[config.mk]
export PLATFORM = sky130hd
export DESIGN_NAME = m4mul_ctrl
export DESIGN_NICKNAME = d
export VERILOG_FILES = /design/src/hw/rtl/m4mul_pkg.sv /design/src/hw/rtl/m4mul_ctrl.sv
export SDC_FILE = /design/constraint.sdc
export NUM_CORES = 1
export LEC_CHECK = 0
export ABC_AREA = 0
export BUFFER_PORTS_ARGS = -buffer_cell sky130_fd_sc_hd__buf_2
export CORE_AREA = 2 2 39 41
export CTS_CLUSTER_SIZE = 16
export DETAILED_ROUTE_END_ITERATION = 16
export DIE_AREA = 0 0 41 43
export RECOVER_POWER = 50
export SLEW_MARGIN = 20
export SYNTH_ARGS = -nofsm -noshare
export SYNTH_HDL_FRONTEND = slang
export SYNTH_SLANG_ARGS = --single-unit
[constraint.sdc]
create_clock -name clk -period 1 [get_ports clk]
set_clock_uncertainty 0.05 [all_clocks]
set_input_delay 0.2 -clock clk [delete_from_list [all_inputs] [get_ports clk]]
set_output_delay 0.2 -clock clk [all_outputs]
set_load 0.01 [all_outputs]
[src/hw/rtl/m4mul_pkg.sv]
package m4mul_pkg;

    localparam int DATA_WIDTH  = 32;
    localparam int ELEM_WIDTH  = 32;
    localparam int FRAC_BITS   = 16;
    localparam int PROD_WIDTH  = 2 * ELEM_WIDTH;
    localparam int ACC_WIDTH   = PROD_WIDTH + 2;
    localparam int DIM         = 4;
    localparam int IDX_WIDTH   = 2;
    localparam int CNT_WIDTH   = 2 * IDX_WIDTH;
    localparam int ELEM_COUNT  = DIM * DIM;

    typedef enum logic [1:0] {
        OP_WRITE_FIRST  = 2'd0,
        OP_WRITE_SECOND = 2'd1,
        OP_COMPUTE      = 2'd2
    } opcode_t;

    typedef enum logic {
        ST_IDLE,
        ST_RUN
    } state_t;

    typedef struct packed {
        opcode_t                        opcode;
        logic [IDX_WIDTH-1:0]           column_index;
        logic [IDX_WIDTH-1:0]           row_index;
        logic signed [DATA_WIDTH-1:0]   element_value;
    } in_t;

    typedef struct packed {
        logic [IDX_WIDTH-1:0]           out_column;
        logic [IDX_WIDTH-1:0]           out_row;
        logic signed [DATA_WIDTH-1:0]   product_value;
        logic                           last_element;
    } out_t;

    // Commands from the controller to the datapath.
    typedef struct packed {
        logic                   wr_first;
        logic                   wr_second;
        logic [IDX_WIDTH-1:0]   wr_col;
        logic [IDX_WIDTH-1:0]   wr_row;
        logic                   rd_en;
        logic [IDX_WIDTH-1:0]   rd_col;
        logic [IDX_WIDTH-1:0]   rd_row;
        logic                   rd_last;
    } cmd_t;

endpackage

[src/hw/rtl/m4mul_ctrl.sv]
module m4mul_ctrl (
    input  logic               clk,
    input  logic               rst_n,
    input  logic               start,
    input  m4mul_pkg::opcode_t opcode,
    input  logic [m4mul_pkg::IDX_WIDTH-1:0] column_index,
    input  logic [m4mul_pkg::IDX_WIDTH-1:0] row_index,
    output logic               busy,
    output m4mul_pkg::cmd_t    cmd
);

    m4mul_pkg::state_t                    state_reg;
    m4mul_pkg::state_t                    state_next;
    logic [m4mul_pkg::CNT_WIDTH-1:0]      cnt_reg;
    logic [m4mul_pkg::CNT_WIDTH-1:0]      cnt_next;
    logic                                 accept;
    logic                                 cnt_end;

    localparam logic [m4mul_pkg::CNT_WIDTH-1:0] CNT_LAST =
        m4mul_pkg::CNT_WIDTH'(m4mul_pkg::ELEM_COUNT - 1);

    assign accept  = start && (state_reg == m4mul_pkg::ST_IDLE);
    assign cnt_end = (cnt_reg == CNT_LAST);

    always_ff @(posedge clk or negedge rst_n)
    begin
        if (!rst_n)
        begin
            state_reg <= m4mul_pkg::ST_IDLE;
            cnt_reg   <= '0;
        end
        else
        begin
            state_reg <= state_next;
            cnt_reg   <= cnt_next;
        end
    end

    // Next state and element counter.
    always_comb
    begin
        state_next = state_reg;
        cnt_next   = cnt_reg;
        unique case (state_reg)
            m4mul_pkg::ST_IDLE:
            begin
                cnt_next = '0;
                if (accept && opcode == m4mul_pkg::OP_COMPUTE)
                begin
                    state_next = m4mul_pkg::ST_RUN;
                end
            end
            m4mul_pkg::ST_RUN:
            begin
                cnt_next = cnt_reg + m4mul_pkg::CNT_WIDTH'(1);
                if (cnt_end)
                begin
                    state_next = m4mul_pkg::ST_IDLE;
                end
            end
        endcase
    end

    // Outputs.
    always_comb
    begin
        busy          = 1'b0;
        cmd.wr_first  = 1'b0;
        cmd.wr_second = 1'b0;
        cmd.wr_col    = column_index;
        cmd.wr_row    = row_index;
        cmd.rd_en     = 1'b0;
        cmd.rd_col    = cnt_reg[m4mul_pkg::CNT_WIDTH-1:m4mul_pkg::IDX_WIDTH];
        cmd.rd_row    = cnt_reg[m4mul_pkg::IDX_WIDTH-1:0];
        cmd.rd_last   = cnt_end;
        unique case (state_reg)
            m4mul_pkg::ST_IDLE:
            begin
                if (accept)
                begin
                    unique case (opcode)
                        m4mul_pkg::OP_WRITE_FIRST:  cmd.wr_first  = 1'b1;
                        m4mul_pkg::OP_WRITE_SECOND: cmd.wr_second = 1'b1;
                        default:                    ;
                    endcase
                end
            end
            m4mul_pkg::ST_RUN:
            begin
                busy      = 1'b1;
                cmd.rd_en = 1'b1;
            end
        endcase
    end

endmodule

* Word-level counts from Yosys, hierarchy flattened *
Cells that the tools add are included.

cells by class
  add/sub/neg operators = 1
  eq/ne operators = 3
  muxes and demuxes = 9
  bitwise logic cells = 1
  reduce and logical (&&, ||, !) cells = 3

operators with widths
  cell                                                             count
  4-bit one-hot mux with 2 select lines                            1
  1-bit two-way mux                                                5
  4-bit by 1-bit adder with 4-bit output, second input constant    1
  4-bit == test, second input constant                             1
  2-bit two-way mux                                                2
  2-bit by 1-bit == test with 1-bit output, second input constant  1
  2-bit == test, second input constant                             1
  1-bit logical AND                                                2
  2-bit zero test                                                  1
  1-bit one-hot mux with 2 select lines                            1
  1-bit inverter                                                   1

word-level totals
  register bits after elaboration = 5
  input port bits = 9
  output and inout bits = 13
  logic and storage cells = 19

* Logic depth before layout (Yosys ltp) *
  depth in word-level cells = 5
  depth in mapped cells = 3

* Worst setup path before layout *
OpenSTA, ideal clock, no wires.

  path type = reg2out
  start point = reg cnt_reg[0] in the netlist's numbering
  end point = out cmd[0] in the netlist's numbering
  arrival time = 0.928 ns
  path slack = -0.178 ns
  stages on the path, launching flop included = 4
  buffers on the path = 1
  cells stage by stage = dfrtp_1 ha_1 and3_1 buf_4

between the ends
  cells in the longest elaborated chain, start to end = 1

ends and longest elaborated chain
  item                      line              text
  start: declaration        m4mul_ctrl.sv:14  logic [m4mul_pkg::CNT_WIDTH-1:0] cnt_reg;
  start signal: assignment  m4mul_ctrl.sv:35  cnt_reg <= cnt_next;
  4-bit == test             m4mul_ctrl.sv:23  assign cnt_end = (cnt_reg == CNT_LAST);
  end: declaration          m4mul_ctrl.sv:9   output m4mul_pkg::cmd_t cmd

Every way passes these cells.

==> results.cfg <==
[yosys]
netlist-cell-type-count = 14
ys_ff_latch = 5
synth_top_family_by_area = simple AND/OR/NAND/NOR gates
synthArstFlopShare = 1.00
synthFlopType = dfrtp_1
synthMuxAreaShare = 0.0699
yosysMostFrequentCell = buf_4
syn_inst = 25
syn_area_um2 = 287
ys_seq_area_frac = 0.437
synth_area_leaders = dfrtp_1, buf_4, mux2i_1, nor4b_2, and2_1
syn_nets = 35
yosys_warnings = 0
synth_common_cells = buf_4, dfrtp_1, and2_1, mux2i_1
synth-xor-area-share = 0.0306
synth_top_area_cell = dfrtp_1
synth_edf_count = 0
synth_adder_area_share = 0.0437
synth_top_area_share = 0.437
synth-compound-area-share = 0
syn_area_per_cell_um2 = 11.5
synthSimpleGateAreaFrac = 0.262

[global_route]
grt_pass1_wl_mm = 1.00
grt_usage = 0.0898
antenna_found_initial = 0
grt_overflow = 0
grt_max_degree = 7
grt_pass1_vias = 254

[floorplan]
die_area_um2 = 1760
start_util = 0.207
die_h_um = 43
rows = 14
io_pins = 22
die_x_um = 41
core-area_um2 = 1380

[finish]
fill_cells = 148
largest_reg_flops = 4
diodes = 0
fin_util = 0.372
syn_to_final_growth_pct = 79.5
final-instance-count-excl-fill = 63
fin_nets = 58
drive_above_1_share = 0.660

[pwr]
power_uw = 1490
pwr_density_cell_nw_per_um2 = 2890
max-vdd-ir-drop_v = 0.000764
leakagePower_uw = 0.000259

[timing]
worstMarginPinSlew_ps = 167
hold_viol = 0
finalSetupTns_ps = -2510
max_clock_freq_mhz = 759
relSlewSlack = 0.888
finalSetupViolations = 14
period_needed_ps = 1320
rsz0062_at_grt = yes
layout_setup_ws_ps = -318
fin_crit_sh = 1.32
final-max-slew-violation-count = 0

[outcome]
failed_checks = setup timing
status = complete, but fails checks

[setup_path]
cp_slowest_cell = dfrtp_1
crit_family = flip-flops
worst_ep_required_time_ps = 750
cp_max_fo = 2
cp_num_buf_inv = 1
path_cells = ha_4 -> and3_4 -> buf_6
worstReg2RegStart = state_reg
path_class = reg -> out
cp-end-kind = primary output
critPathLaunchType = flop
cp-startpoint = cnt_reg[1]
arrival_ps = 1070
cpPeakStageDelay_ps = 400

[clock_network]
h-tree-depth = 1
worstSkewPairLatency_ps = 240
root_buffer = clkbuf_4
clock-sinks = 5
cts_tree = yes
cts_made_buffers = 3
cts_buffer_depth = 2
path_clk_slew_ps = 40

[routing]
dr.pass1.iters = 1
via_per_inst = 4.06
num_vias = 256
drt_iter0_markers = 0
route.antenna.remaining_nets = 0
wirelength_um = 627
detail_route.wl_per_cell_um = 9.95
drc = 0

[worst_hold_path]
hp-start = start
hold_path.class = in -> reg

[place]
placed_cells = 52
port_buffers = 13
globalplace.congestion = 0.599
dp_hpwl_um = 466

[job]
max_cap_violations = 0
-- cell families after synthesis --
group                      Yosys count
and+or+nand+nor                     10
adders and majority gates            1
DFF                                  5
buffers and inverters                6
xor gates and xnor gates             1
muxes                                2
-- report_power, final --
| group | internal (uW) | switching, uW |
|---|---|---|
| clock network | 150 | 77.3 |
| logic | 559 | 304 |
| registers | 304 | 93.1 |
| total | 1010 | 475 |
-- worst reg2reg max path, stage by stage (launching register included) --
cell,delay [ps]
dfrtp_2,420
buf_4,150
buf_4,120
buf_6,120
and2_1,150
-- placed cells by master (no fill, tap or decap) --
| cell type | count |
|---|---|
| buf_6 | 9 |
| buf_2 | 7 |
| buf_4 | 7 |
| dfrtp_1 | 4 |
| clkbuf_4 | 3 |
| and2_1 | 2 |
| mux2i_1 | 2 |
| and4bb_2 | 1 |
| xor2_1 | 1 |
| nor2b_1 | 1 |
| nand2b_1 | 1 |
| nand2_1 | 1 |
| nand3_1 | 1 |
| nand3b_1 | 1 |
| and3_4 | 1 |
| nor4b_4 | 1 |
| ha_4 | 1 |
| clkbuf_1 | 1 |
| dlygate4sd3_1 | 1 |
| dfrtp_2 | 1 |
-- layer usage --
layer	global-route usage	wire length, um	up-vias
met5	0	0	-
met4	0.0800	0	0
met3	0.0366	61	0
met2	0.128	307	14
met1	0.0948	258	119
li1	-	-	123
-- timing repair --
action | in CTS | in global routing
endpoints found under the setup margin | 10 | 13
hold buffers | 1 | 0
pin swaps | 1 | 0
setup buffers | 3 | 4
resized for setup | 6 | 4
endpoints found under the hold margin | 5 | 0
-- final timing paths --
kind | endpoint | slack (ps) | cells after the start
worst max-delay path | cmd[0] | -320 | 3
worst min-delay path | state_reg | 220 | 3
worst max register to register | cnt_reg[2] | -120 | 4
worst min register to register | cnt_reg[3] | 520 | 2
max in group asynchronous | state_reg | 480 | 2
min in group asynchronous | cnt_reg[3] | 270 | 2
-- stage by stage --
stage	hold WS [ps]	setup slack (ps)	area (um^2)
3_5_place_dp	-26.8	-95.3	384
6_report	221	-318	514
4_1_cts	207	-339	475
3_3_place_gp	-29.0	-78.7	384
5_1_grt	227	-364	514
2_1_floorplan	-146	-119	318
-- area by class of cell --
| type | instances | area, um^2 | area share |
|---|---|---|---|
| clock buffers | 4 | 26.3 | 0.0511 |
| multi-input cells | 14 | 143 | 0.277 |
| flip-flops and latches | 5 | 126 | 0.246 |
| well taps | 16 | 20.0 | 0.0389 |
| repair buffers | 24 | 199 | 0.387 |
Power figures use the tool's default switching activity.
